==> config.mk <==
export PLATFORM = sky130hd
export DESIGN_NAME = coalescing_signal_queue
export DESIGN_NICKNAME = d
export VERILOG_FILES = /design/src/rtl/csq_pkg.sv /design/src/rtl/csq_ctx_cell.sv /design/src/rtl/csq_slot_cell.sv /design/src/rtl/coalescing_signal_queue.sv
export SDC_FILE = /design/constraint.sdc
export NUM_CORES = 1
export LEC_CHECK = 0
export BUFFER_PORTS_ARGS = -buffer_cell sky130_fd_sc_hd__buf_4
export CORE_UTILIZATION = 60
export CTS_CLUSTER_DIAMETER = 40
export DETAILED_ROUTE_END_ITERATION = 8
export HOLD_SLACK_MARGIN = 0.03
export PLACE_DENSITY = 0.77
export SETUP_SLACK_MARGIN = 0.15
export SYNTH_ARGS = -nofsm -noshare
export SYNTH_HDL_FRONTEND = slang
export SYNTH_HIERARCHICAL = 1
export SYNTH_SLANG_ARGS = --single-unit
==> constraint.sdc <==
create_clock -name clk_i -period 26.4 [get_ports clk_i]
set_input_delay 5.28 -clock clk_i [delete_from_list [all_inputs] [get_ports clk_i]]
set_output_delay 5.28 -clock clk_i [all_outputs]
set_load 0.05 [all_outputs]
==> src/rtl/csq_pkg.sv <==
// Types and constants of the coalescing signal queue.
// No dependencies.
`default_nettype none

package csq_pkg;

  localparam int NumContexts = 16;
  localparam int CtxW        = 4;
  localparam int CntW        = 32;

  typedef enum logic [1:0] {
    CmdSubmit  = 2'd0,
    CmdWait    = 2'd1,
    CmdRelease = 2'd2
  } cmd_e;

  typedef struct packed {
    logic [1:0]      command;
    logic [CtxW-1:0] context_id;
    logic [CntW-1:0] add_count;
  } csq_in_t;

  typedef struct packed {
    logic [CtxW-1:0] delivered_context;
    logic [CntW-1:0] delivered_count;
  } csq_out_t;

  // broadcast to the context cells
  typedef struct packed {
    logic [CtxW-1:0] target;
    logic            write_count;
    logic [CntW-1:0] count_value;
    logic            set_queued;
    logic            clr_queued;
  } ctx_op_t;

  // broadcast to the queue slot cells
  typedef struct packed {
    logic [CtxW-1:0] id;
    logic            pop;
    logic            append;
    logic            remove;
  } slot_op_t;

endpackage

`default_nettype wire

==> src/rtl/csq_ctx_cell.sv <==
// One context: pending count and queued flag, updated from the broadcast op.
// Depends on csq_pkg.
`default_nettype none

module csq_ctx_cell import csq_pkg::*; (
  input  logic            clk_i,
  input  logic            rst_ni,
  input  logic [CtxW-1:0] cell_id_i,
  input  ctx_op_t         op_i,
  output logic [CntW-1:0] count_o,
  output logic            queued_o
);

  logic [CntW-1:0] count_q, count_d;
  logic            queued_q, queued_d;
  logic            sel;

  assign sel = (op_i.target == cell_id_i);

  always_comb begin
    count_d  = count_q;
    queued_d = queued_q;
    if (sel && op_i.write_count) begin
      count_d = op_i.count_value;
    end
    if (sel && op_i.set_queued) begin
      queued_d = 1'b1;
    end
    if (sel && op_i.clr_queued) begin
      queued_d = 1'b0;
    end
  end

  always_ff @(posedge clk_i or negedge rst_ni) begin
    if (!rst_ni) begin
      count_q  <= '0;
      queued_q <= 1'b0;
    end else begin
      count_q  <= count_d;
      queued_q <= queued_d;
    end
  end

  assign count_o  = sel ? count_q : '0;
  assign queued_o = sel & queued_q;

endmodule

`default_nettype wire

==> src/rtl/csq_slot_cell.sv <==
// One slot of the order queue; shifts toward the head on pop or removal.
// Depends on csq_pkg.
`default_nettype none

module csq_slot_cell import csq_pkg::*; (
  input  logic            clk_i,
  input  logic            rst_ni,
  input  slot_op_t        op_i,
  input  logic            prev_valid_i,
  input  logic            next_valid_i,
  input  logic [CtxW-1:0] next_id_i,
  input  logic            hit_i,
  output logic            hit_o,
  output logic            valid_o,
  output logic [CtxW-1:0] id_o
);

  logic            valid_q, valid_d;
  logic [CtxW-1:0] id_q, id_d;
  logic            hit_here;
  logic            shift;

  // hit_o: the removed entry sits in this slot or one nearer the head
  assign hit_here = op_i.remove & valid_q & (id_q == op_i.id);
  assign hit_o    = hit_i | hit_here;
  assign shift    = op_i.pop | (op_i.remove & hit_o);

  always_comb begin
    valid_d = valid_q;
    id_d    = id_q;
    priority if (shift) begin
      valid_d = next_valid_i;
      id_d    = next_id_i;
    end else if (op_i.append && !valid_q && prev_valid_i) begin
      valid_d = 1'b1;
      id_d    = op_i.id;
    end
  end

  always_ff @(posedge clk_i or negedge rst_ni) begin
    if (!rst_ni) begin
      valid_q <= 1'b0;
    end else begin
      valid_q <= valid_d;
    end
  end

  always_ff @(posedge clk_i) begin
    id_q <= id_d;
  end

  assign valid_o = valid_q;
  assign id_o    = id_q;

endmodule

`default_nettype wire

==> src/rtl/coalescing_signal_queue.sv <==
// Coalescing signal queue: context cells plus a chain of order queue slots.
// Depends on csq_pkg, csq_ctx_cell, csq_slot_cell.
//
//   channel   handshake                 payload
//   command   start & !busy             cmd_i    (csq_in_t)
//   result    result_valid_o, 1 cycle   result_o (csq_out_t)
//
// Each command is captured, then executed in a cycle in which the context
// cells and the slot chain update together; busy is high during execute.
// A result appears in the cycle after execute, for one cycle only.
// Reset clears all counts, flags, slot valid bits and the blocked waiter.
// The receiver cannot stall; a new command may be taken while a result shows.
`default_nettype none

module coalescing_signal_queue import csq_pkg::*; (
  input  logic     clk_i,
  input  logic     rst_ni,
  input  logic     start,
  input  csq_in_t  cmd_i,
  output logic     busy,
  output logic     result_valid_o,
  output csq_out_t result_o
);

  logic     busy_q;
  csq_in_t  cmd_q;
  logic     blocked_q, blocked_d;
  logic     res_valid_q, res_valid_d;
  csq_out_t res_q, res_d;

  ctx_op_t  ctx_op;
  slot_op_t slot_op;

  logic [CntW-1:0] cell_count [NumContexts];
  logic            cell_queued [NumContexts];
  logic            slot_valid [NumContexts];
  logic [CtxW-1:0] slot_id [NumContexts];
  logic            hit [NumContexts+1];

  logic [CntW-1:0] rd_count;
  logic            rd_queued;
  logic            ctx_ok;
  logic [CntW:0]   sum_wide;
  logic [CntW-1:0] sum_sat;

  assign hit[0] = 1'b0;

  for (genvar i = 0; i < NumContexts; i++) begin : g_cells
    csq_ctx_cell u_ctx (
      .clk_i    (clk_i),
      .rst_ni   (rst_ni),
      .cell_id_i(CtxW'(i)),
      .op_i     (ctx_op),
      .count_o  (cell_count[i]),
      .queued_o (cell_queued[i])
    );

    csq_slot_cell u_slot (
      .clk_i       (clk_i),
      .rst_ni      (rst_ni),
      .op_i        (slot_op),
      .prev_valid_i((i == 0) ? 1'b1 : slot_valid[(i == 0) ? 0 : i-1]),
      .next_valid_i((i == NumContexts-1) ? 1'b0 :
                    slot_valid[(i == NumContexts-1) ? i : i+1]),
      .next_id_i   ((i == NumContexts-1) ? '0 :
                    slot_id[(i == NumContexts-1) ? i : i+1]),
      .hit_i       (hit[i]),
      .hit_o       (hit[i+1]),
      .valid_o     (slot_valid[i]),
      .id_o        (slot_id[i])
    );
  end

  // only the addressed cell drives a nonzero value
  always_comb begin
    rd_count  = '0;
    rd_queued = 1'b0;
    for (int i = 0; i < NumContexts; i++) begin
      rd_count  = rd_count | cell_count[i];
      rd_queued = rd_queued | cell_queued[i];
    end
  end

  assign ctx_ok   = (32'(cmd_q.context_id) < NumContexts);
  assign sum_wide = {1'b0, rd_count} + {1'b0, cmd_q.add_count};
  assign sum_sat  = sum_wide[CntW] ? '1 : sum_wide[CntW-1:0];

  always_comb begin
    ctx_op             = '0;
    ctx_op.target      = (cmd_e'(cmd_q.command) == CmdWait) ? slot_id[0]
                                                            : cmd_q.context_id;
    slot_op            = '0;
    slot_op.id         = cmd_q.context_id;
    blocked_d          = blocked_q;
    res_valid_d        = 1'b0;
    res_d              = res_q;
    if (busy_q) begin
      unique case (cmd_e'(cmd_q.command))
        CmdSubmit: begin
          if (ctx_ok) begin
            ctx_op.write_count = 1'b1;
            if (blocked_q) begin
              ctx_op.count_value      = '0;
              blocked_d               = 1'b0;
              res_valid_d             = 1'b1;
              res_d.delivered_context = cmd_q.context_id;
              res_d.delivered_count   = sum_sat;
            end else begin
              ctx_op.count_value = sum_sat;
              if (!rd_queued) begin
                ctx_op.set_queued = 1'b1;
                slot_op.append    = 1'b1;
              end
            end
          end
        end
        CmdWait: begin
          if (!slot_valid[0]) begin
            blocked_d = 1'b1;
          end else begin
            ctx_op.write_count      = 1'b1;
            ctx_op.count_value      = '0;
            ctx_op.clr_queued       = 1'b1;
            slot_op.pop             = 1'b1;
            res_valid_d             = 1'b1;
            res_d.delivered_context = slot_id[0];
            res_d.delivered_count   = rd_count;
          end
        end
        CmdRelease: begin
          if (ctx_ok && rd_queued) begin
            ctx_op.clr_queued = 1'b1;
            slot_op.remove    = 1'b1;
          end
        end
        default: begin
        end
      endcase
    end
  end

  always_ff @(posedge clk_i or negedge rst_ni) begin
    if (!rst_ni) begin
      busy_q      <= 1'b0;
      blocked_q   <= 1'b0;
      res_valid_q <= 1'b0;
    end else begin
      busy_q      <= start & ~busy_q;
      blocked_q   <= blocked_d;
      res_valid_q <= res_valid_d;
    end
  end

  always_ff @(posedge clk_i) begin
    if (start && !busy_q) begin
      cmd_q <= cmd_i;
    end
    res_q <= res_d;
  end

  assign busy           = busy_q;
  assign result_valid_o = res_valid_q;
  assign result_o       = res_q;

endmodule

`default_nettype wire

### Word-level counts from Yosys, hierarchy flattened

Cells that the tools add are included.

* memories kept: 0
* memory bits (writable): 0
* register bits: 685
* logic and storage cells: 503
* output and inout bits: 38
* latch bits: 0
* ROM bits: 0
* input bits: 41

* mux-type cells: 133
* multipliers: 0
* equality and inequality tests: 36
* bitwise gates (word level): 127
* div/mod/pow operators: 0
* shift operators: 0
* $add $sub $neg: 1
* $lt $le $gt $ge: 0
* reduce and logical (&&, ||, !) cells: 134

Operator list (number)
* $mux W32: 18
* $or A32 B32 Y32: 15
* $mux W4: 31
* $logic_and A1 B1 Y1: 80
* $mux W1: 74
* $mux W36: 2
* $pmux W36 S2: 1
* $pmux W33 S2: 1
* $reduce_bool A2 Y1: 33
* $and A1 B1 Y1: 65
* $eq A4 B4 Y1: 16
* $or A1 B1 Y1: 46
* $mux W35: 1
* $add A32 B32 Y33: 1
* $mux W33: 1
* $eq A4 B4 Y1 const B: 8
* $logic_not A1 Y1: 17
* $eq A4 B3 Y1 const B: 4
* $eq A4 B2 Y1 const B: 2
* $pmux W1 S2: 3
* $eq A4 B1 Y1 const B: 1
* $logic_not A4 Y1: 1
* $ne A2 B2 Y1 const B: 2
* $reduce_and A4 Y1: 1
* 7 further kinds: 7

### Logic depth before layout (Yosys ltp)

* depth in word-level cells: 43
* gate-level depth with buffers: 31
* gate-level depth less buffers: 29

### Modules after synthesis

Netlist, hierarchy kept.

By module, submodules not included
* csq_ctx_cell: instances 16, sequential area each 825.8 um2, area an instance 1627.8 um2, cells each 112
* csq_slot_cell: instances 16, sequential area each 145.1 um2, area an instance 369.1 um2, cells each 38
* coalescing_signal_queue: instances 1, sequential area each 2297.2 um2, area an instance 5840.6 um2, cells each 641

### Worst setup path before layout

OpenSTA, ideal clock, no wires.

* path kind: reg-to-reg
* from: register cmd_q[34] (netlist name)
* to: register g_cells[15].u_slot.valid_q
* setup slack: 18006 ps
* path buffers: 1
* cell stages (with the launch flop): 29
* setup time: 119 ps
* required time: 26281 ps
* arrival time: 8275 ps
* clock period less this slack: 8394 ps
* path through: edfxtp_1 mux2_2 xor2_1 nor4_4 and2_1 nor4_1 nand4_1 and3_1 and3_1 buf_6 and2_4 or2_1 or2_1 or2_1 or2_1 or2_1 or2_1 or2_1 or2_1 or2_1 or2_1 or2_1 or2_1 or2_1 or2_1 or2_1 a21o_1 or3b_2 o21a_1

RTL lines
* from (decl): line coalescing_signal_queue.sv:26 `csq_in_t cmd_q;`
* from (signal assigned): line coalescing_signal_queue.sv:156 `cmd_q <= cmd_i;`
* to (signal assigned): line csq_slot_cell.sv:44 `valid_q <= valid_d;`
* to (decl): line csq_slot_cell.sv:18 `logic valid_q, valid_d;`

==> summary.txt <==
Outcome
  – Status: complete, no violations

Synth
  – Ys Warns: 6
  – Netlist Area Pre-Place: 37800 um^2
  – Post-Syn Instances: 3040
  – Syn_area_per_cell: 12.4 um^2

Clock network
  – Resized cells post-CTS: 0
  – Clk pin slew, worst setup/hold paths: 0.05 ns
  – Total clock sinks: 685
  – Clock Latency Late Sink: 0.67 ns
  – # hold bufs at CTS: 0
  – Max H-tree Level: 3
  – CTS tree: yes
  – CTS Buffer Depth: 3
  – Total setup buffers inserted after CTS: 0
  – TritonCTS Buffers: 105
  – CTS root buffer: clkbuf_16

Placed design
  – Buffers on Ports: 78
  – HPWL after detailed placement: 59.1 mm
  – Routability congestion estimate from global placement: 0.893
  – Place WS: 17.36 ns
  – Placed instance count: 3942

Worst setup path
  – Crit path kind: register to register
  – Startpoint types: register
  – Crit path top cell by count: or2_1
  – CP max stage delay: 0.61 ns
  – Crit. End Element: register
  – Critical path startpoint: cmd_q[37]
  – Critical path arrival: 9.53 ns
  – R2R Path Start: cmd_q[37]
  – Critical Path Fanout Max: 49
  – R2r endpoint: g_cells[15].u_slot/id_o[3]
  – R2R cell count: 31
  – Slowest cell on crit path: mux2_2
  – Reg-to-reg setup timing slack: 17.21 ns
  – CP required: 26.74 ns

Global routing
  – Initial antenna violation count: 1
  – Largest net degree at the start of global routing: 171
  – Gr usage total: 0.318
  – Gr ovfl total: 0
  – First-pass GRT wire length: 157 mm
  – Number of global-route vias before repair: 26.7k

Timing
  – Slew margin rel.: 0.110
  – Slew @ Worst Pin: 1.34 ns
  – Minimum clock period: 9.19 ns
  – Fmax: 109 MHz
  – Fin. Hold Viols: 0
  – Worst Slack Setup Final: 17.21 ns
  – Final period util: 0.348
  – Min Hold Slack: 0.494 ns
  – Final TNS setup: 0 ns
  – Final Max Tran Viols: 0
  – Setup violators final: 0
  – RSZ-0062 raised after global routing: false
  – Clock Skews: 0.0257 ns

Min path
  – Worst hold path class: register to register
  – Endpoint, Worst Hold: g_cells[4].u_ctx/count_q[24]
  – Hold wc startpoint: g_cells[4].u_ctx/count_q[24]
  – Cell depth of the worst min-delay path: 1

Power and ir drop
  – Pleak: 21.1 nW
  – PwrDens: 68.9 nW/um^2
  – Worst IR drop on VDD: 53.8 uV
  – Logic pwr share: 0.110
  – Sequential share of power: 0.408
  – Sw Ratio: 0.277
  – Sw power: 0.815 mW
  – Int Power: 2.13 mW
  – Clock network fraction of total power: 0.482

Floorplanning
  – Die W: 253 um
  – Die Ht: 253 um
  – Io pins: 79
  – Std cell rows: 91
  – Die footprint: 64000 um^2
  – Initial core utilization: 0.610
  – Core box area: 61900 um^2

Final layout
  – Post-Layout Cell Count: 4142
  – Nets: 3290
  – # fillers: 4243
  – Area grow syn2layout: 13.1%
  – Share of layout cells above drive strength 1: 0.282

Routing
  – Vias per cell: 6.22
  – DR vias: 25.8k
  – DRT iter0 DRCs: 2312
  – First-pass detailed-route iteration total: 6
  – ANT nets after route: 0
  – DRT Wirelength: 100 mm
  – Post-route DRC: 0
  – Avg WL per Cell: 24.1 um

Flow run
  – Max-cap violations: 0
==> final cells by class <==
class | instances | area (um^2) | area share
flip-flops and latches | 685 | 17800 | 0.417
well taps | 837 | 1050 | 0.0245
multi-input cells | 2289 | 19300 | 0.451
repair buffers | 119 | 917 | 0.0215
clock buffers | 119 | 2790 | 0.0654
inverters | 13 | 48.8 | 0.00114
clock inverters | 79 | 822 | 0.0192
diodes | 1 | 2.50 | 0.0000586
==> worst max path at each step <==
stage               slack [ns]  depth (start not counted)                         end
finish                   17.21                         31  g_cells[15].u_slot/id_o[3]
global placement         17.56                         31  g_cells[15].u_slot/id_o[0]
detailed placement       17.36                         31  g_cells[15].u_slot/id_o[0]
CTS                      17.31                         31  g_cells[15].u_slot/id_o[3]
global route             16.71                         31  g_cells[15].u_slot/id_o[3]
floorplan                18.02                         28  g_cells[15].u_slot/valid_o
==> flip-flops by register name (all words and copies together), names as in the netlist <==
signal	count
blocked_q	1
busy	1
cmd_q	38
g_cells.u_ctx/count_q	512
g_cells.u_ctx/queued_q	16
g_cells.u_slot/id_o	64
g_cells.u_slot/valid_o	16
result_o	36
result_valid_o	1
==> metal layers <==
layer / wire length, um / GRT usage / share of wire / vias to the layer above
met5: 0 / 0 / 0 / -
met4: 3470 / 0.119 / 0.035 / 0
met3: 7140 / 0.0589 / 0.071 / 273
met2: 46900 / 0.502 / 0.47 / 1174
met1: 42500 / 0.437 / 0.43 / 13100
li1: - / - / - / 11200
==> power by group through the flow <==
| stage | sequential [mW] | clock, mW | combinational [mW] |
|---|---|---|---|
| after floorplan | 1.21 | 0 | 0.215 |
| after global placement | 1.21 | 0 | 0.305 |
| after detailed placement | 1.21 | 0 | 0.318 |
| after CTS | 1.20 | 1.43 | 0.321 |
| after global routing | 1.20 | 1.48 | 0.349 |
| final | 1.20 | 1.42 | 0.325 |
==> critical path, delay by kind of cell, from the launching register on <==
family	cells	cell delay, ns
compound gates	3	0.66
simple gates	22	5.57
buf+inv	3	0.69
fa+ha+maj	1	0.54
flops	1	0.39
mux	1	0.61
xor+xnor	1	0.33
==> metrics by stage <==
step | power (mW) | instance area (um^2) | utilization
after global routing | 3.03 | 42700 | 0.690
final | 2.94 | 42700 | 0.690
after CTS | 2.95 | 42700 | 0.689
after global placement | 1.52 | 39100 | 0.631
after detailed placement | 1.53 | 39100 | 0.631
after floorplan | 1.42 | 38100 | -
==> cells in the final DEF, fill, tap and decap left out, types with 9 or more instances in the layout <==
cell,count
xor2_1,127
or3b_2,16
ha_1,35
xnor2_1,29
conb_1,77
o211ai_1,69
a21o_1,29
o21a_1,19
clkbuf_16,108
nand3_1,67
clkinv_2,12
buf_4,116
dfrtp_1,547
mux2_4,480
mux2_2,36
or2_1,15
edfxtp_1,138
nor3_4,16
a21oi_1,131
nand2_4,16
o21ai_0,35
and3_1,18
nor4_4,16
inv_1,11
nor4_1,133
nor2_1,110
and2_4,16
and2_1,530
nand2_1,111
a22oi_1,64
inv_6,27
nand4_1,37
inv_8,9
Power figures use the tool's default switching activity.
